**config.mk**
```make
export PLATFORM = sky130hd
export DESIGN_NAME = assembly_token_classifier
export DESIGN_NICKNAME = d
export VERILOG_FILES = /design/src/atc_pkg.sv /design/src/atc_lexer.sv /design/src/atc_fifo.sv /design/src/assembly_token_classifier.sv
export SDC_FILE = /design/constraint.sdc
export NUM_CORES = 1
export LEC_CHECK = 0
export ABC_AREA = 1
export BUFFER_PORTS_ARGS = -buffer_cell sky130_fd_sc_hd__buf_2
export CAP_MARGIN = 20
export CORE_ASPECT_RATIO = 0.75
export CORE_MARGIN = 2
export CORE_UTILIZATION = 45
export DETAILED_ROUTE_END_ITERATION = 7
export PLACE_DENSITY = 0.71
export SYNTH_ARGS = -nofsm -noshare
export SYNTH_HDL_FRONTEND = slang
export SYNTH_SLANG_ARGS = --single-unit
```
**constraint.sdc**
```tcl
create_clock -name clk -period 8.15 [get_ports clk]
set_input_delay 0.815 -clock clk [delete_from_list [all_inputs] [get_ports clk]]
set_output_delay 0.815 -clock clk [all_outputs]
set_load 0.01 [all_outputs]
```
**src/atc_pkg.sv**
```systemverilog
`default_nettype none
package atc_pkg;

  localparam int NAME_CHARS = 5;
  localparam int NAME_COUNT = 31;

  localparam logic MODE_CHAR = 1'b0;
  localparam logic MODE_END  = 1'b1;

  localparam logic [5:0] KIND_LABEL  = 6'd0;
  localparam logic [5:0] KIND_NUMBER = 6'd1;
  localparam logic [5:0] KIND_TEXT   = 6'd2;
  localparam logic [5:0] KIND_OPEND  = 6'd3;
  localparam logic [5:0] KIND_ERROR  = 6'd35;
  localparam logic [5:0] KIND_END    = 6'd36;

  localparam logic [7:0] CH_LF     = 8'h0A;
  localparam logic [7:0] CH_COLON  = 8'h3A;
  localparam logic [7:0] CH_UNDER  = 8'h5F;
  localparam logic [7:0] CH_LBR    = 8'h5B;
  localparam logic [7:0] CH_RBR    = 8'h5D;
  localparam logic [7:0] CH_SPACE  = 8'h20;

  typedef struct packed {
    logic       mode;
    logic [7:0] char_code;
  } src_word_t;

  typedef struct packed {
    logic [5:0]  kind;
    logic [15:0] token_start;
    logic [7:0]  token_length;
    logic        success;
    logic        last_of_run;
  } res_word_t;

  // results produced by one source word, in order, res[0] first
  typedef struct packed {
    logic [1:0]            count;
    res_word_t [2:0]       res;
  } atc_batch_t;

  typedef struct packed {
    logic over;
    logic pre_valid;
    logic all_valid;
    logic all_digit;
    logic first_alpha;
    logic first_lbr;
    logic last_rbr;
    logic last_colon;
  } tok_flags_t;

  // text: first character in the top byte, padded with spaces
  typedef struct packed {
    logic [8*NAME_CHARS-1:0] text;
    logic [2:0]              len;
    logic [5:0]              kind;
  } name_entry_t;

  localparam name_entry_t NAME_TABLE [NAME_COUNT] = '{
    '{"A    ", 3'd1, 6'd4},  '{"B    ", 3'd1, 6'd5},  '{"C    ", 3'd1, 6'd6},
    '{"SP   ", 3'd2, 6'd7},  '{"[A]  ", 3'd3, 6'd8},  '{"[B]  ", 3'd3, 6'd9},
    '{"[C]  ", 3'd3, 6'd10}, '{"[SP] ", 3'd4, 6'd11}, '{"NOP  ", 3'd3, 6'd12},
    '{"CONST", 3'd5, 6'd13}, '{"DAT  ", 3'd3, 6'd14}, '{"MOV  ", 3'd3, 6'd15},
    '{"LOAD ", 3'd4, 6'd16}, '{"PUSH ", 3'd4, 6'd17}, '{"POP  ", 3'd3, 6'd18},
    '{"CMP  ", 3'd3, 6'd19}, '{"INC  ", 3'd3, 6'd20}, '{"DEC  ", 3'd3, 6'd21},
    '{"ADD  ", 3'd3, 6'd22}, '{"SUB  ", 3'd3, 6'd23}, '{"MUL  ", 3'd3, 6'd24},
    '{"DIV  ", 3'd3, 6'd25}, '{"MOD  ", 3'd3, 6'd26}, '{"AND  ", 3'd3, 6'd27},
    '{"OR   ", 3'd2, 6'd28}, '{"XOR  ", 3'd3, 6'd29}, '{"NOT  ", 3'd3, 6'd30},
    '{"JMP  ", 3'd3, 6'd31}, '{"JE   ", 3'd2, 6'd32}, '{"JG   ", 3'd2, 6'd33},
    '{"JL   ", 3'd2, 6'd34}
  };

endpackage
`default_nettype wire

```
**src/atc_lexer.sv**
```systemverilog
`default_nettype none
module atc_lexer import atc_pkg::*; #(
  parameter int POSITION_BITS = 16,
  parameter int LENGTH_LIMIT  = 255
) (
  input  wire logic       clk,
  input  wire logic       rst,
  input  wire logic       src_valid,
  output logic            src_stall,
  input  wire src_word_t  src_word,
  input  wire logic       room,
  output atc_batch_t      batch
);

  localparam int LW = $clog2(LENGTH_LIMIT + 1);

  function automatic logic [6:0] lookup(input logic [NAME_CHARS-1:0][7:0] pre,
                                        input logic [2:0] len);
    logic       hit;
    logic       eq;
    logic [5:0] kind;
    hit  = 1'b0;
    kind = 6'd0;
    for (int i = 0; i < NAME_COUNT; i++) begin
      eq = (NAME_TABLE[i].len == len);
      for (int j = 0; j < NAME_CHARS; j++) begin
        if (j < int'(NAME_TABLE[i].len) &&
            pre[j] != NAME_TABLE[i].text[8*(NAME_CHARS-1-j) +: 8]) begin
          eq = 1'b0;
        end
      end
      if (eq && !hit) begin
        hit  = 1'b1;
        kind = NAME_TABLE[i].kind;
      end
    end
    return {hit, kind};
  endfunction

  logic                          full;
  src_word_t                     word;
  logic [NAME_CHARS-1:0][7:0]    prefix, prefix_next;
  logic [LW-1:0]                 cur_len, cur_len_next;
  logic [POSITION_BITS-1:0]      start_pos, start_pos_next;
  logic [POSITION_BITS-1:0]      char_pos, char_pos_next;
  tok_flags_t                    tflags, tflags_next;
  logic                          in_token, in_token_next;
  logic                          dead, dead_next;
  logic                          nonempty, nonempty_next;
  logic                          prev_label, prev_label_next;
  logic                          err_seen, err_seen_next;

  logic                          process;
  logic [6:0]                    lk;
  logic                          hit;
  logic [5:0]                    fin_kind;
  logic [LW-1:0]                 fin_len;
  logic                          fin_label, fin_err;
  logic                          va, vb, vc, ok;
  logic [7:0]                    c;
  logic                          c_digit, c_alpha, c_valid, c_print, c_space;
  res_word_t                     ra, rb, rc;

  assign process   = full && room;
  assign src_stall = full && !room;
  assign c         = word.char_code;

  always_ff @(posedge clk) begin
    if (rst) begin
      full <= 1'b0;
    end else if (!src_stall) begin
      full <= src_valid;
    end
    if (!src_stall && src_valid) begin
      word <= src_word;
    end
  end

  always_comb begin
    c_digit = (c >= "0") && (c <= "9");
    c_alpha = ((c >= "A") && (c <= "Z")) || ((c >= "a") && (c <= "z"));
    c_valid = c_digit || c_alpha || (c == CH_UNDER);
    c_print = (c >= 8'h21) && (c <= 8'h7E);
    c_space = (c == CH_SPACE) || ((c >= 8'h09) && (c <= 8'h0D));
  end

  // classification of the token in progress
  always_comb begin
    lk  = lookup(prefix, cur_len[2:0]);
    hit = lk[6] && !tflags.over && (cur_len <= LW'(NAME_CHARS));
    if (tflags.last_colon) begin
      fin_kind = tflags.pre_valid ? KIND_LABEL : KIND_ERROR;
    end else if (tflags.first_lbr && tflags.last_rbr) begin
      fin_kind = hit ? lk[5:0] : KIND_ERROR;
    end else if (tflags.all_digit) begin
      fin_kind = KIND_NUMBER;
    end else if (tflags.first_alpha && tflags.all_valid) begin
      fin_kind = hit ? lk[5:0] : KIND_TEXT;
    end else begin
      fin_kind = KIND_ERROR;
    end
    fin_label = (fin_kind == KIND_LABEL);
    fin_err   = (fin_kind == KIND_ERROR);
    fin_len   = (fin_label && !tflags.over && cur_len != '0) ? cur_len - 1'b1 : cur_len;
  end

  always_comb begin
    prefix_next     = prefix;
    cur_len_next    = cur_len;
    start_pos_next  = start_pos;
    char_pos_next   = char_pos;
    tflags_next     = tflags;
    in_token_next   = in_token;
    dead_next       = dead;
    nonempty_next   = nonempty;
    prev_label_next = prev_label;
    err_seen_next   = err_seen;
    va = 1'b0;
    vb = 1'b0;
    vc = 1'b0;
    ok = 1'b0;
    if (process) begin
      if (word.mode == MODE_END) begin
        va = !err_seen && in_token;
        ok = !(err_seen || (va && fin_err));
        vb = ok && nonempty && !(va ? fin_label : prev_label);
        vc = 1'b1;
        prefix_next     = '0;
        cur_len_next    = '0;
        start_pos_next  = '0;
        char_pos_next   = '0;
        tflags_next     = '0;
        in_token_next   = 1'b0;
        dead_next       = 1'b0;
        nonempty_next   = 1'b0;
        prev_label_next = 1'b0;
        err_seen_next   = 1'b0;
      end else begin
        if (!err_seen) begin
          nonempty_next = 1'b1;
          if (dead) begin
            if (c == CH_LF) begin
              vb            = !prev_label;
              in_token_next = 1'b0;
              dead_next     = 1'b0;
              nonempty_next = 1'b0;
            end
          end else if (c_print) begin
            if (!in_token) begin
              in_token_next        = 1'b1;
              start_pos_next       = char_pos;
              cur_len_next         = '0;
              tflags_next          = '0;
              tflags_next.all_valid   = 1'b1;
              tflags_next.all_digit   = 1'b1;
              tflags_next.first_lbr   = (c == CH_LBR);
              tflags_next.first_alpha = c_alpha;
            end
            tflags_next.pre_valid  = tflags_next.all_valid;
            tflags_next.last_colon = (c == CH_COLON);
            tflags_next.last_rbr   = (c == CH_RBR);
            if (!c_valid) tflags_next.all_valid = 1'b0;
            if (!c_digit) tflags_next.all_digit = 1'b0;
            if (cur_len_next < LW'(NAME_CHARS)) begin
              prefix_next[cur_len_next[2:0]] = c;
            end
            if (cur_len_next >= LW'(LENGTH_LIMIT)) begin
              tflags_next.over = 1'b1;
            end else begin
              cur_len_next = cur_len_next + 1'b1;
            end
          end else begin
            va = in_token;
            if (in_token) begin
              in_token_next   = 1'b0;
              prev_label_next = fin_label;
              err_seen_next   = fin_err;
            end
            if (!(va && fin_err)) begin
              if (c == CH_LF) begin
                vb            = !(va ? fin_label : prev_label);
                in_token_next = 1'b0;
                dead_next     = 1'b0;
                nonempty_next = 1'b0;
              end else if (!c_space) begin
                dead_next = 1'b1;
              end
            end
          end
        end
        char_pos_next = char_pos + 1'b1;
      end
    end
  end

  always_comb begin
    ra.kind         = fin_kind;
    ra.token_start  = 16'(start_pos);
    ra.token_length = 8'(fin_len);
    ra.success      = 1'b0;
    ra.last_of_run  = !vb && !vc;
    rb.kind         = KIND_OPEND;
    rb.token_start  = 16'(char_pos);
    rb.token_length = 8'd0;
    rb.success      = 1'b0;
    rb.last_of_run  = !vc;
    rc.kind         = KIND_END;
    rc.token_start  = 16'(char_pos);
    rc.token_length = 8'd0;
    rc.success      = ok;
    rc.last_of_run  = 1'b1;
    batch.count  = 2'({1'b0, va} + {1'b0, vb} + {1'b0, vc});
    batch.res[0] = va ? ra : (vb ? rb : rc);
    batch.res[1] = va ? (vb ? rb : rc) : rc;
    batch.res[2] = rc;
  end

  always_ff @(posedge clk) begin
    if (rst) begin
      prefix     <= '0;
      cur_len    <= '0;
      start_pos  <= '0;
      char_pos   <= '0;
      tflags     <= '0;
      in_token   <= 1'b0;
      dead       <= 1'b0;
      nonempty   <= 1'b0;
      prev_label <= 1'b0;
      err_seen   <= 1'b0;
    end else begin
      prefix     <= prefix_next;
      cur_len    <= cur_len_next;
      start_pos  <= start_pos_next;
      char_pos   <= char_pos_next;
      tflags     <= tflags_next;
      in_token   <= in_token_next;
      dead       <= dead_next;
      nonempty   <= nonempty_next;
      prev_label <= prev_label_next;
      err_seen   <= err_seen_next;
    end
  end

endmodule
`default_nettype wire

```
**src/atc_fifo.sv**
```systemverilog
`default_nettype none
module atc_fifo import atc_pkg::*; (
  input  wire logic       clk,
  input  wire logic       rst,
  input  wire atc_batch_t batch,
  output logic            room,
  output logic            res_valid,
  input  wire logic       res_stall,
  output res_word_t       res_word
);

  res_word_t  q [4];
  logic [1:0] wptr, rptr;
  logic [2:0] count;
  logic       pop;

  assign room      = (count <= 3'd1);
  assign res_valid = (count != 3'd0);
  assign res_word  = q[rptr];
  assign pop       = res_valid && !res_stall;

  always_ff @(posedge clk) begin
    for (int i = 0; i < 3; i++) begin
      if (i < int'(batch.count)) begin
        q[wptr + 2'(i)] <= batch.res[i];
      end
    end
  end

  always_ff @(posedge clk) begin
    if (rst) begin
      wptr  <= '0;
      rptr  <= '0;
      count <= '0;
    end else begin
      wptr  <= wptr + batch.count;
      rptr  <= rptr + {1'b0, pop};
      count <= count + {1'b0, batch.count} - {2'b00, pop};
    end
  end

endmodule
`default_nettype wire

```
**src/assembly_token_classifier.sv**
```systemverilog
// Throughput: one source word per cycle while res_stall is low and each word
// yields at most one result; words yielding two or three results hold the
// input until the 4-entry result queue, draining one word per cycle while
// res_stall is low, is back to at most one entry.
// Reset (rst, synchronous): clears the token/line state and empties the queue.
`default_nettype none
module assembly_token_classifier import atc_pkg::*; #(
  parameter int POSITION_BITS = 16,
  parameter int LENGTH_LIMIT  = 255
) (
  input  wire logic      clk,
  input  wire logic      rst,
  input  wire logic      src_valid,
  output logic           src_stall,
  input  wire src_word_t src_word,
  output logic           res_valid,
  input  wire logic      res_stall,
  output res_word_t      res_word
);

  atc_batch_t batch;
  logic       room;

  atc_lexer #(
    .POSITION_BITS (POSITION_BITS),
    .LENGTH_LIMIT  (LENGTH_LIMIT)
  ) u_lexer (
    .clk       (clk),
    .rst       (rst),
    .src_valid (src_valid),
    .src_stall (src_stall),
    .src_word  (src_word),
    .room      (room),
    .batch     (batch)
  );

  atc_fifo u_fifo (
    .clk       (clk),
    .rst       (rst),
    .batch     (batch),
    .room      (room),
    .res_valid (res_valid),
    .res_stall (res_stall),
    .res_word  (res_word)
  );

endmodule
`default_nettype wire

```
* Word-level counts from Yosys, hierarchy flattened *
Memories as Yosys holds them, arrays and structs flattened. A register that Yosys moved wholly into a read port is not among the register bits.
Cells that the tools add are included.

cells by class
  reduce and logical (&&, ||, !) cells = 111
  order comparisons = 19
  multiplexer cells = 234
  equal/unequal tests = 65
  $add $sub $neg = 11

operators by type and width
  kind                                                            count
  != test 8 x 7 -> 1 bit, second input constant                   46
  two-way mux 6 bit                                               37
  two-way mux 40 bit                                              5
  two-way mux 1 bit                                               161
  two-way mux 8 bit                                               18
  two-way mux 16 bit                                              6
  two-way mux 32 bit                                              3
  logical AND 1 bit                                               52
  logical NOT 1 bit                                               41
  bitwise mux 40 bit                                              1
  demux 8 bit (select 3 bit)                                      1
  equality test 8 x 7 -> 1 bit, second input constant             3
  less-or-equal comparator 8 x 7 -> 1 bit, second input constant  3
  AND reduction 5 bit                                             4
  adder 16 x 1 -> 16 bit, second input constant                   1
  equality test 8 x 6 -> 1 bit, second input constant             2
  >= comparator 8 x 6 -> 1 bit, second input constant             2
  >= comparator 8 x 7 -> 1 bit, second input constant             2
  != test 3 x 2 -> 1 bit, second input constant                   3
  adder 8 x 1 -> 8 bit, second input constant                     1
  equality test 8 x 4 -> 1 bit, second input constant             1
  >= comparator 8 x 4 -> 1 bit, second input constant             1
  >= comparator 8 bit, second input constant                      1
  less-or-equal comparator 8 x 3 -> 1 bit, second input constant  1
  other kinds (31)                                                44

storage, ports and cells
  output and inout bits = 34
  logic and storage cells = 468
  flip-flop bits (word level) = 110
  input port bits = 13
  memory bits (writable) = 128
  memories = 1

memory list
  name      words  bits a word  rd ports  clocked after Yosys merged registers in  wr ports  RTL line        text
  u_fifo.q  4      32           1         1                                        3         atc_fifo.sv:12  res_word_t q [4];

* Longest topological paths before layout *
Gate-level depths: netlist (run 1).

  depth in word-level cells = 115
  gate-level depth with buffers = 42
  depth with buffers taken out = 41

* Modules after synthesis *
A second synthesis (run 1) with hierarchy kept.

unflattened totals
  cells, all modules = 2224
  area, all modules = 15262.1 µm²

by module, submodules not included
  module     times used  cells an instance  seq. area each (µm²)  area an instance (µm²)
  atc_fifo   1           1106               3983.8                8210.4
  atc_lexer  1           1118               2152.1                7051.8

* Least setup slack after synthesis (run 1) *
OpenSTA, ideal clock, no wires.

  kind = register to register
  from = register u_lexer.cur_len[0]
  to = memory u_fifo.q[3][10] (netlist bit), enable pin
  period minus slack after synthesis = 5503 ps
  path buffers = 2
  slack = 2647 ps
  data required time = 7776 ps
  data arrival time = 5130 ps
  library setup time = 374 ps
  stages on the path, launching flop included = 39
  path through = dfxtp_1 > clkbuf_1 > inv_1 > ha_1 > inv_1 > nor2_1 > nand3_2 > nor2_2 > nand2_4 > nand2_4 > nor2_4 > nand3_2 > nor2_2 > nand4_1 > nor2_1 > nand4_1 > nor2_2 > nand4_2 > [... 3 more ...] > nand4_1 > nor2_2 > nand3_1 > nand3_1 > nand2_1 > nor2_2 > nor2_4 > nand3_4 > nand3_2 > nand2_4 > nand2_8 > fa_1 > nand2_1 > inv_1 > nor2_1 > clkinv_1 > clkbuf_1 > nand2_1

RTL lines
  item                    RTL line          text
  from (decl)             atc_lexer.sv:43   logic [LW-1:0] cur_len, cur_len_next;
  from (signal assigned)  atc_lexer.sv:232  cur_len <= cur_len_next;
  to (decl)               atc_fifo.sv:12

==> results of run 1 <==
## synth_stat cells, drive strengths merged
library cell / count
a31oi: 4
o311ai: 1
xor2: 5
buf: 4
nor3: 44
nand3: 80
clkbuf: 60
ha: 13
a211oi: 4
nor4: 14
edfxtp: 77
and2: 2
o31ai: 1
nand4: 38
a21oi: 124
nand2: 309
o21a: 2
inv: 180
o32ai: 1
nor2: 248
xnor2: 4
a221oi: 1
o22ai: 94
nor3b: 4
fa: 2
or2: 2
o21ai: 147
o211ai: 6
a22oi: 1
dfxtp: 161
a32o: 12
o41ai: 1
clkinv: 10
a2111oi: 1
## cell usage in the layout (no fill, tap or decap), drive strengths merged
| cell type | netlist | routed |
|---|---|---|
| o41ai | 1 | 1 |
| fa | 2 | 2 |
| nor3 | 44 | 44 |
| dfxtp | 161 | 161 |
| o211ai | 6 | 6 |
| nor2 | 248 | 248 |
| xnor2 | 4 | 4 |
| o311ai | 1 | 1 |
| a22oi | 1 | 1 |
| o21a | 2 | 2 |
| a32o | 12 | 12 |
| a31oi | 4 | 4 |
| clkbuf | 60 | 34 |
| nand2 | 309 | 309 |
| nand4 | 38 | 38 |
| clkinv | 10 | 19 |
| nor4 | 14 | 14 |
| nor3b | 4 | 4 |
| o22ai | 94 | 94 |
| inv | 180 | 181 |
| a2111oi | 1 | 1 |
| o32ai | 1 | 1 |
| buf | 4 | 58 |
| o21ai | 147 | 147 |
| o31ai | 1 | 1 |
| edfxtp | 77 | 77 |
| ha | 13 | 13 |
| a221oi | 1 | 1 |
| nand3 | 80 | 80 |
| xor2 | 5 | 5 |
| and2 | 2 | 2 |
| or2 | 2 | 2 |
| a21oi | 124 | 124 |
| a211oi | 4 | 4 |
| bufinv | 0 | 1 |
## logic make-up (layout without fill, tap and decap cells)
| kind of cell | after synthesis | after routing | synth area share [%] |
|---|---|---|---|
| adders and majority gates | 15 | 15 | 1.64 |
| DFF | 238 | 238 | 44.8 |
| and+or+nand+nor | 741 | 741 | 26.8 |
| buffers and inverters | 254 | 293 | 7.76 |
| AOI/OAI and AO/OA | 400 | 400 | 18.4 |
| xor gates and xnor gates | 9 | 9 | 0.638 |
## final cells by class
type | count | area, um^2 | share of cell area, %
Multi-Input combinational cell | 1165 | 5870 | 43.1
Sequential cell | 238 | 5540 | 40.6
Inverter | 190 | 714 | 5.24
Clock buffer | 34 | 659 | 4.84
Tap cell | 351 | 439 | 3.22
Timing Repair Buffer | 58 | 320 | 2.35
Clock inverter | 11 | 86.3 | 0.634
## report_power, final
group          leakage, nW  internal (mW)  switching [mW]
combinational         2.74          0.249           0.542
sequential            1.94           1.31          0.0600
clock                0.364          0.600           0.474
total                 5.04           2.16            1.08
## critical path: cells and delay by family (launching register included)
kind            cells  cell delay, ps
simple gates       17            3150
fa+ha+maj           2             750
buf+inv             8            1130
compound gates      4             930
flops               1             530
## through the flow
step,cell area [um^2],total power [mW],instances
final,13600,3.24,2047
after CTS,13600,3.24,2047
after detailed placement,12900,2.18,2002
after global routing,13600,3.41,2047
after global placement,12900,2.17,2002
after floorplan,12400,1.90,1657
## path summary, 6_finish.rpt
path	start	endpoint	slack [ps]
setup / recovery	u_lexer.cur_len[0]	u_fifo.q[1][19]	1270
hold reg to reg	u_lexer.prefix[31]	u_lexer.prefix[31]	450
setup reg to reg	u_lexer.cur_len[0]	u_fifo.q[1][19]	1270
hold / removal	u_lexer.prefix[31]	u_lexer.prefix[31]	450
## flip-flops by register name, indices dropped and copies added (netlist names), 2 cells and up
| signal | flops |
|---|---|
| u_lexer.prefix | 40 |
| u_fifo.rptr | 2 |
| u_lexer.c | 8 |
| u_fifo.count | 3 |
| u_lexer.tflags | 8 |
| u_lexer.start_pos | 16 |
| u_fifo.q | 128 |
| u_lexer.char_pos | 16 |
| u_lexer.cur_len | 8 |
| u_fifo.wptr | 2 |
## per-layer routing
| layer | up-vias | routed length (um) | track usage (%) |
|---|---|---|---|
| met1 | 5493 | 17300 | 38.9 |
| met2 | 587 | 14600 | 35.3 |
| met4 | 0 | 629 | 5.46 |
| li1 | 5693 | - | - |
| met3 | 45 | 4390 | 7.12 |
| met5 | - | 0 | 0 |
==> results.rst, run 1 <==
.. list-table::
   :header-rows: 1

   * - Metric
     - Value
   * - Clock slew at the register clock pins of the worst setup and hold paths
     - ~60 ps
   * - Effective utilization at floorplan
     - 45.8%
   * - Setup crit end kind
     - flop
   * - Insertion delay to the later sink of the worst-skew pair
     - 540 ps
   * - Worst Path Class, Setup
     - reg2reg
   * - Mapped Area
     - 0.0124 mm^2
   * - Die Span Y
     - 148 um
   * - Final setup skew
     - between 20 and 25 ps
   * - Violation count after the first detailed-route iteration
     - 1388
   * - Ratio of total power to cell area
     - around 240 mW/mm^2
   * - Total core area
     - 0.0270 mm^2
   * - Detailed-route wire length per cell
     - approximately 18 um
   * - Top post-synthesis cells by area
     - sky130_fd_sc_hd__dfxtp_1 26%, sky130_fd_sc_hd__edfxtp_1 19%, sky130_fd_sc_hd__nand2_1 9.1%
   * - CTS Hold Buffers Added
     - 0
   * - Length in cells of the worst reg-to-reg path
     - 31
   * - Count of final hold-check violations
     - 0
   * - Clock buffers created by TritonCTS
     - 25
   * - First-pass iteration count of the detailed router
     - 6
   * - GR Overflow Total
     - 0
   * - I/O pin total
     - 47
   * - Nets
     - 1706
   * - Number of antenna-violating nets in the routed design
     - 0
   * - Minimum hold slack
     - around 450 ps
   * - Largest net degree at the start of global routing
     - 65
   * - Vias post-DR
     - 11818
   * - Number of maximum-capacitance constraint violations
     - 0
   * - Post-CTS setup repair buffer count
     - 0
   * - RSZ-0062 raised after global routing
     - no
   * - Max Root-Sink Buffers
     - 3
   * - Global placer's final weighted congestion
     - 0.947
   * - Total length of routed wires
     - 36900 um
   * - Synthesized netlist cell count
     - 1657
   * - Critical Path Most Common Cell
     - sky130_fd_sc_hd__inv_1
   * - Layout cell share with drive strength beyond 1
     - 9.02%
   * - Worst slew slack as a fraction of its limit
     - a little over a quarter
   * - Antenna violations before repair
     - 0
   * - Count of H-tree levels built during CTS
     - 1
   * - Total number of clock tree sinks
     - 238
   * - Slew at the pin with the worst max-slew slack
     - 1090 ps
   * - Yosys top cell by area
     - sky130_fd_sc_hd__dfxtp_1
   * - Count of unresolved DRC violations after routing
     - 0
   * - Sequential-to-total area share from yosys stat
     - between 40% and 50%
   * - Max Clock Freq
     - 145 MHz
   * - Static Leak
     - between 5 and 6 nW
   * - Critical path's slowest cell
     - sky130_fd_sc_hd__nand2_1
   * - Hold Path Stages
     - 2
   * - Worst min-delay path class
     - reg2reg
   * - Outcome
     - complete, no violations
   * - Total number of placement rows
     - 52
   * - Final Critical Period
     - 6880 ps
   * - Area share of the leading cell type in the synthesized netlist
     - 26.1%
   * - Placement-stage worst setup slack
     - 1460 ps
   * - Final-layout fill cell count
     - between 2000 and 3000
   * - Antenna cells
     - 0
   * - Half-perimeter wire length after placement
     - 26500 um
   * - All-layer global routing usage
     - 25.5%
   * - Quantity of I/O buffers inserted on ports
     - 46
   * - Final total negative setup slack
     - 0 ps
   * - Post-synthesis sequential element count
     - around 240
   * - Die outline area
     - 0.0288 mm^2
   * - Horizontal die dimension
     - 195 um
   * - Portion of the clock cycle consumed by the worst path in the final layout
     - 84.4%
   * - Delay of the slowest cell on the worst path
     - 670 ps
   * - Max-slew violation total from the final report
     - 0
   * - CTS tree
     - yes
   * - Avg Inst Size Synth
     - ~7.5 um^2
   * - Core occupancy in the finished layout
     - 50.5%
   * - Clock tree root driver cell
     - sky130_fd_sc_hd__clkbuf_16
   * - Mapped Nets
     - between 1500 and 2000
   * - Maximum vdd drop
     - 0.160 mV
   * - Maximum net fanout on the critical path
     - 24
   * - Via count of the first global-routing pass
     - 10683
   * - Signal arrival time at the worst endpoint
     - 7040 ps
   * - Synth-to-layout area growth
     - 10.2%
   * - Count of final setup violators
     - 0
   * - Least setup slack across all paths after layout
     - between 1000 and 1500 ps
   * - Cell variety after synth
     - 52
   * - Number of vias per cell
     - 5.77
   * - Req. time, crit path
     - 8310 ps
   * - Yosys warnings
     - 0
   * - Resized cells post-CTS
     - 0
   * - Type of element launching the critical path
     - flop
   * - First-pass GRT wire length
     - a little under 60000 um
Power figures use the tool's default switching activity.
==> inputs of run 2 (changes only) <==
==> constraint.sdc (replaced) <==
create_clock -name clk -period 6.8 [get_ports clk]
set_input_delay 0.68 -clock clk [delete_from_list [all_inputs] [get_ports clk]]
set_output_delay 0.68 -clock clk [all_outputs]
set_load 0.01 [all_outputs]
==> results.rst, run 2 (synthesis results as in run 1) <==
.. list-table::
   :header-rows: 1

   * - Metric
     - Value
   * - Clock group share of total power
     - 34.5%
   * - Vias post-DR
     - 11946
   * - Worst min-delay path class
     - in2reg
   * - Number of vias per cell
     - 5.80
   * - Count of H-tree levels built during CTS
     - 1
   * - Layout cell share with drive strength beyond 1
     - 10.4%
   * - Via count of the first global-routing pass
     - 10861
   * - Count of final setup violators
     - 0
   * - Antenna violations before repair
     - 1
   * - Critical path's top delay family
     - simple AND/OR/NAND/NOR gates
   * - Max Root-Sink Buffers
     - 3
   * - Total power
     - between 3 and 4 mW
   * - Reg-to-reg critical path endpoint
     - u_fifo.q[3][25]
   * - Total number of clock tree sinks
     - 238
   * - Violation count after the first detailed-route iteration
     - 1504
   * - Worst Path Class, Setup
     - reg2reg
   * - Resized cells post-CTS
     - 0
   * - Ratio of total power to cell area
     - 289 mW/mm^2
   * - Total number of placement rows
     - between 50 and 60
   * - Horizontal die dimension
     - 195 um
   * - RSZ-0062 raised after global routing
     - no
   * - Hold Path Stages
     - 1
   * - Synth-to-layout area growth
     - 11.8%
   * - First-pass GRT wire length
     - 59700 um
   * - Clock buffers created by TritonCTS
     - 24
   * - First-pass iteration count of the detailed router
     - 5
   * - All-layer global routing usage
     - between 20% and 30%
   * - Final-layout fill cell count
     - 2549
   * - Core occupancy in the finished layout
     - 51.2%
   * - Least setup slack across all paths after layout
     - 666 ps
   * - GR Overflow Total
     - 0
   * - Hold path startpoint
     - src_word[8]
   * - Critical Path Most Common Cell
     - sky130_fd_sc_hd__nor2_1
   * - Clock tree root driver cell
     - sky130_fd_sc_hd__clkbuf_16
   * - Internal Dissipation
     - 2.68 mW
   * - Worst slew slack as a fraction of its limit
     - about 30%
   * - End of the worst hold path
     - u_lexer.word[8]
   * - Highest-count cells in the layout ignoring fill and taps
     - 298 x sky130_fd_sc_hd__nand2_1, 228 x sky130_fd_sc_hd__nor2_1, 170 x sky130_fd_sc_hd__inv_1
   * - Final Critical Period
     - 6130 ps
   * - Worst-case register-to-register setup slack
     - 670 ps
   * - Number of maximum-capacitance constraint violations
     - 0
   * - Effective utilization at floorplan
     - 45.8%
   * - Final total negative setup slack
     - 0 ps
   * - Nets
     - 1720
   * - Final setup skew
     - ~13 ps
   * - Quantity of I/O buffers inserted on ports
     - 46
   * - Clock slew at the register clock pins of the worst setup and hold paths
     - about 70 ps
   * - Reg2reg start
     - u_lexer.cur_len[0]
   * - Max Clock Freq
     - roughly 160 MHz
   * - Length in cells of the worst reg-to-reg path
     - 33
   * - Post-CTS setup repair buffer count
     - 0
   * - Outcome
     - complete, no violations
   * - CTS Hold Buffers Added
     - 0
   * - Die outline area
     - 0.0288 mm^2
   * - Max-slew violation total from the final report
     - 0
   * - Minimum hold slack
     - 321 ps
   * - Largest net degree at the start of global routing
     - 64
   * - Placement-stage worst setup slack
     - 830 ps
   * - Total core area
     - 0.0270 mm^2
   * - Maximum vdd drop
     - 0.200 mV
   * - Type of element launching the critical path
     - flop
   * - Psw
     - 1.32 mW
   * - Register with the most flip-flops
     - u_fifo.q
   * - Delay of the slowest cell on the worst path
     - 510 ps
   * - Flip-flop count of the largest register, all copies and words added
     - 128
   * - Signal arrival time at the worst endpoint
     - 6370 ps
   * - Maximum net fanout on the critical path
     - 10
   * - Number of antenna-violating nets in the routed design
     - 0
   * - Largest registers
     - u_fifo.q: 128 flops, u_lexer.prefix: 40 flops
   * - Global placer's final weighted congestion
     - 0.973
   * - Portion of the clock cycle consumed by the worst path in the final layout
     - 90.2%
   * - Count of unresolved DRC violations after routing
     - 0
   * - Total length of routed wires
     - 38000 um
   * - Power share of the sequential group
     - between 40% and 50%
   * - Die Span Y
     - around 150 um
   * - Antenna cells
     - 0
   * - Critical path's slowest cell
     - sky130_fd_sc_hd__dfxtp_1
   * - Count of final hold-check violations
     - 0
   * - Most frequent standard cell in the layout excluding fill and tap cells
     - sky130_fd_sc_hd__nand2_1
   * - Slew at the pin with the worst max-slew slack
     - approximately 1000 ps
   * - Detailed-route wire length per cell
     - ~18 um
   * - Setup crit end kind
     - flop
   * - Static Leak
     - 5.15 nW
   * - Insertion delay to the later sink of the worst-skew pair
     - 540 ps
   * - Half-perimeter wire length after placement
     - 26900 um
   * - Net switching fraction of the power
     - between 30% and 40%
   * - CTS tree
     - yes
   * - Buffers & Inverters on Critical Path
     - 6
   * - Req. time, crit path
     - ~7000 ps
   * - I/O pin total
     - 47
   * - Proportion of power drawn by combinational gates
     - between 20% and 30%
run 2: changes by cell type in the layout (fill, tap and decap cells not counted), sizes merged:
cell and change:
buf +15, clkbuf -7, clkinvlp +4, bufinv +2, clkinv +1, inv -1
run 2: worst max path at each step:
stage                                  to  depth (start not counted)               start  slack, ps
after global routing      u_fifo.q[3][25]                         29  u_lexer.cur_len[0]        140
after global placement    u_fifo.q[3][24]                         31  u_lexer.cur_len[0]       1010
final                     u_fifo.q[3][25]                         33  u_lexer.cur_len[0]        670
after detailed placement  u_fifo.q[3][24]                         29  u_lexer.cur_len[0]        830
after floorplan           u_fifo.q[3][10]                         38  u_lexer.cur_len[0]       1300
after CTS                 u_fifo.q[3][24]                         29  u_lexer.cur_len[0]        800
run 2: layout make-up:
type | count | area, um^2 | area share [%]
Multi-Input combinational cell | 1165 | 5870 | 42.5
Sequential cell | 238 | 5540 | 40.1
Inverter | 190 | 714 | 5.17
Clock buffer | 27 | 643 | 4.65
Timing Repair Buffer | 73 | 445 | 3.22
Tap cell | 351 | 439 | 3.18
Clock inverter | 17 | 173 | 1.25
run 2: metal layers:
| layer | track usage [%] | wire, um | up-vias |
|---|---|---|---|
| met5 | 0 | 9 | - |
| met2 | 37.9 | 15600 | 647 |
| met3 | 6.91 | 4690 | 54 |
| met1 | 39.0 | 17100 | 5514 |
| li1 | - | - | 5729 |
| met4 | 4.77 | 545 | 2 |
run 2: metrics by stage:
step                cells  cell area, um^2
floorplan            1657            12400
detailed placement   2017            13000
global route         2061            13800
global placement     2017            13000
finish               2061            13800
CTS                  2061            13800
run 2: power groups by stage:
stage	combinational [mW]	clock (mW)	sequential, mW
floorplan	0.631	0	1.65
global placement	0.959	0	1.67
detailed placement	0.965	0	1.67
CTS	0.969	1.39	1.64
global route	1.08	1.45	1.65
finish	0.979	1.38	1.64
==> inputs of run 3 (changes only) <==
==> constraint.sdc (replaced) <==
create_clock -name clk -period 6.8 [get_ports clk]
set_input_delay 0.34 -clock clk [delete_from_list [all_inputs] [get_ports clk]]
set_output_delay 0.34 -clock clk [all_outputs]
set_load 0.01 [all_outputs]
==> results.rst, run 3 (synthesis results as in run 1) <==
.. list-table::
   :header-rows: 1

   * - Metric
     - Value
   * - Reg-to-reg critical path endpoint
     - u_fifo.q[3][25]
   * - Antenna violations before repair
     - 1
   * - Met2 routing resource usage after global routing
     - 38.3%
   * - Type of element launching the critical path
     - flop
   * - Final total negative setup slack
     - 0 ps
   * - GR Overflow Total
     - 0
   * - Slew at the pin with the worst max-slew slack
     - ~1000 ps
   * - Post-placement cell count
     - 2017
   * - Outcome
     - complete, no violations
   * - Effective utilization at floorplan
     - 45.8%
   * - First-pass GRT wire length
     - 59900 um
   * - Largest registers
     - u_fifo.q: 128 flops, u_lexer.prefix: 40 flops
   * - Detailed-route wire length per cell
     - 18.4 um
   * - Number of maximum-capacitance constraint violations
     - 0
   * - Die outline area
     - approximately 0.029 mm^2
   * - Number of vias per cell
     - roughly 5.8
   * - Synth-to-layout area growth
     - 12.5%
   * - Max Clock Freq
     - 163 MHz
   * - Maximum vdd drop
     - about 0.20 mV
   * - Half-perimeter wire length after placement
     - 26900 um
   * - Count of final setup violators
     - 0
   * - Total number of placement rows
     - 52
   * - Final standard cell count with taps included and fillers excluded
     - 2070
   * - Quantity of I/O buffers inserted on ports
     - 46
   * - Horizontal die dimension
     - 195 um
   * - Worst path depth
     - 33
   * - Total length of routed wires
     - 38100 um
   * - Most used routing layer in global routing
     - met1
   * - Global routing usage on met1
     - 38.9%
   * - Placement-stage worst setup slack
     - roughly 830 ps
   * - Violation count after the first detailed-route iteration
     - around 1700
   * - Total number of clock tree sinks
     - 238
   * - Flip-flop count of the largest register, all copies and words added
     - 128
   * - Critical Path Most Common Cell
     - sky130_fd_sc_hd__nor2_1
   * - Highest-count cells in the layout ignoring fill and taps
     - 298 x sky130_fd_sc_hd__nand2_1, 228 x sky130_fd_sc_hd__nor2_1, 170 x sky130_fd_sc_hd__inv_1
   * - Minimum hold slack
     - 63.8 ps
   * - First-pass iteration count of the detailed router
     - 6
   * - Most frequent standard cell in the layout excluding fill and tap cells
     - sky130_fd_sc_hd__nand2_1
   * - Critical path's top delay family
     - simple AND/OR/NAND/NOR gates
   * - Post-CTS setup repair buffer count
     - 0
   * - Vias post-DR
     - 11989
   * - Final Critical Period
     - 6140 ps
   * - Total area of multi-input combinational cells
     - approximately 0.0059 mm^2
   * - Worst min-delay path class
     - in2reg
   * - Reg2reg start
     - u_lexer.cur_len[0]
   * - Max Root-Sink Buffers
     - 3
   * - Signal arrival time at the worst endpoint
     - 6380 ps
   * - RSZ-0062 raised after global routing
     - no
   * - Final setup skew
     - 12.5 ps
   * - Insertion delay to the later sink of the worst-skew pair
     - 540 ps
   * - Maximum net fanout on the critical path
     - 10
   * - Portion of the clock cycle consumed by the worst path in the final layout
     - 90.3%
   * - Req. time, crit path
     - 7030 ps
   * - Count of unresolved DRC violations after routing
     - 0
   * - Worst slew slack as a fraction of its limit
     - 30.6%
   * - End point of the critical path
     - u_fifo.q[3][25]
   * - Global placer's final weighted congestion
     - 0.973
   * - Total core area
     - 0.0270 mm^2
   * - Ratio of total power to cell area
     - 287 mW/mm^2
   * - Register with the most flip-flops
     - u_fifo.q
   * - Via count of the first global-routing pass
     - roughly 11000
   * - Nets
     - 1729
   * - Count of final hold-check violations
     - 0
   * - Clock tree root driver cell
     - sky130_fd_sc_hd__clkbuf_16
   * - Crit. Startpoint
     - u_lexer.cur_len[0]
   * - Worst Path Class, Setup
     - reg2reg
   * - Largest net degree at the start of global routing
     - 64
   * - Max-slew violation total from the final report
     - 0
   * - Register area
     - 0.00554 mm^2
   * - All-layer global routing usage
     - around a quarter
   * - Die Span Y
     - 148 um
   * - Antenna cells
     - 0
   * - Setup crit end kind
     - flop
   * - Critical path's slowest cell
     - sky130_fd_sc_hd__dfxtp_1
   * - Final-layout fill cell count
     - 2539
   * - Length in cells of the worst reg-to-reg path
     - 33
   * - Buffers & Inverters on Critical Path
     - 6
   * - I/O pin total
     - between 40 and 50
   * - Worst-case register-to-register setup slack
     - 660 ps
   * - Total power
     - 3.99 mW
   * - Clock buffers created by TritonCTS
     - 24
   * - CTS tree
     - yes
   * - Grt met3 use
     - 6.91%
   * - Static Leak
     - a little over 5 nW
   * - Number of antenna-violating nets in the routed design
     - 0
   * - Count of H-tree levels built during CTS
     - 1
   * - Delay of the slowest cell on the worst path
     - 520 ps
   * - Clock slew at the register clock pins of the worst setup and hold paths
     - 70 ps
   * - Least setup slack across all paths after layout
     - 657 ps
   * - Layout cell share with drive strength beyond 1
     - 10.4%
==> run 3: changes by cell type in the layout (fill, tap and decap cells not counted), sizes merged <==
cell,previous run,this run
dlygate4sd3,0,9
==> run 3: area by class of cell <==
type                       instances  share of cell area [%]
sequential                       238                    39.8
clock inverter                    17                    1.24
tap                              351                    3.16
multi-input combinational       1165                    42.2
inverter                         190                    5.14
timing repair buffer              82                    3.85
clock buffer                      27                    4.62
==> run 3: routing by layer <==
| layer | wire [um] | share of wire [%] |
|---|---|---|
| met5 | 9 | 0.024 |
| met4 | 561 | 1.5 |
| met3 | 4780 | 13 |
| met2 | 15600 | 41 |
| met1 | 17100 | 45 |
==> run 3: how the worst min path moves through the flow <==
| stage | start | to | slack, ps | depth (start not counted) |
|---|---|---|---|---|
| CTS | src_valid | u_lexer.full | 30 | 3 |
| detailed placement | u_lexer.prefix[23] | u_lexer.prefix[23] | 430 | 2 |
| finish | src_valid | u_lexer.full | 60 | 3 |
| global placement | u_lexer.prefix[23] | u_lexer.prefix[23] | 430 | 2 |
| global route | src_valid | u_lexer.full | 70 | 3 |
| floorplan | u_lexer.prefix[23] | u_lexer.prefix[23] | 420 | 2 |
==> run 3: worst reg2reg max path: cells and delay by family (launching register included) <==
| family | cells | cell delay, ps |
|---|---|---|
| simple gates | 25 | 3870 |
| fa+ha+maj | 2 | 690 |
| flops | 1 | 520 |
| buf+inv | 6 | 750 |
==> run 3: per-stage QoR <==
| step | instance area, um^2 | utilization (%) |
|---|---|---|
| 2_1_floorplan | 12400 | - |
| 3_3_place_gp | 13000 | 48.2 |
| 3_5_place_dp | 13000 | 48.2 |
| 4_1_cts | 13900 | 51.5 |
| 5_1_grt | 13900 | 51.5 |
| 6_report | 13900 | 51.5 |
==> run 3: timing repair <==
| action | CTS | global route |
|---|---|---|
| resized for setup | 0 | 0 |
| hold buffers | 9 | 0 |
| endpoints found under the hold margin | 9 | 0 |
| setup endpoints to repair | 0 | 0 |
==> run 3: power breakdown <==
part	switching [mW]	internal [mW]	total, mW
Clock	0.577	0.796	1.37
Combinational	0.674	0.308	0.982
Sequential	0.0646	1.57	1.64
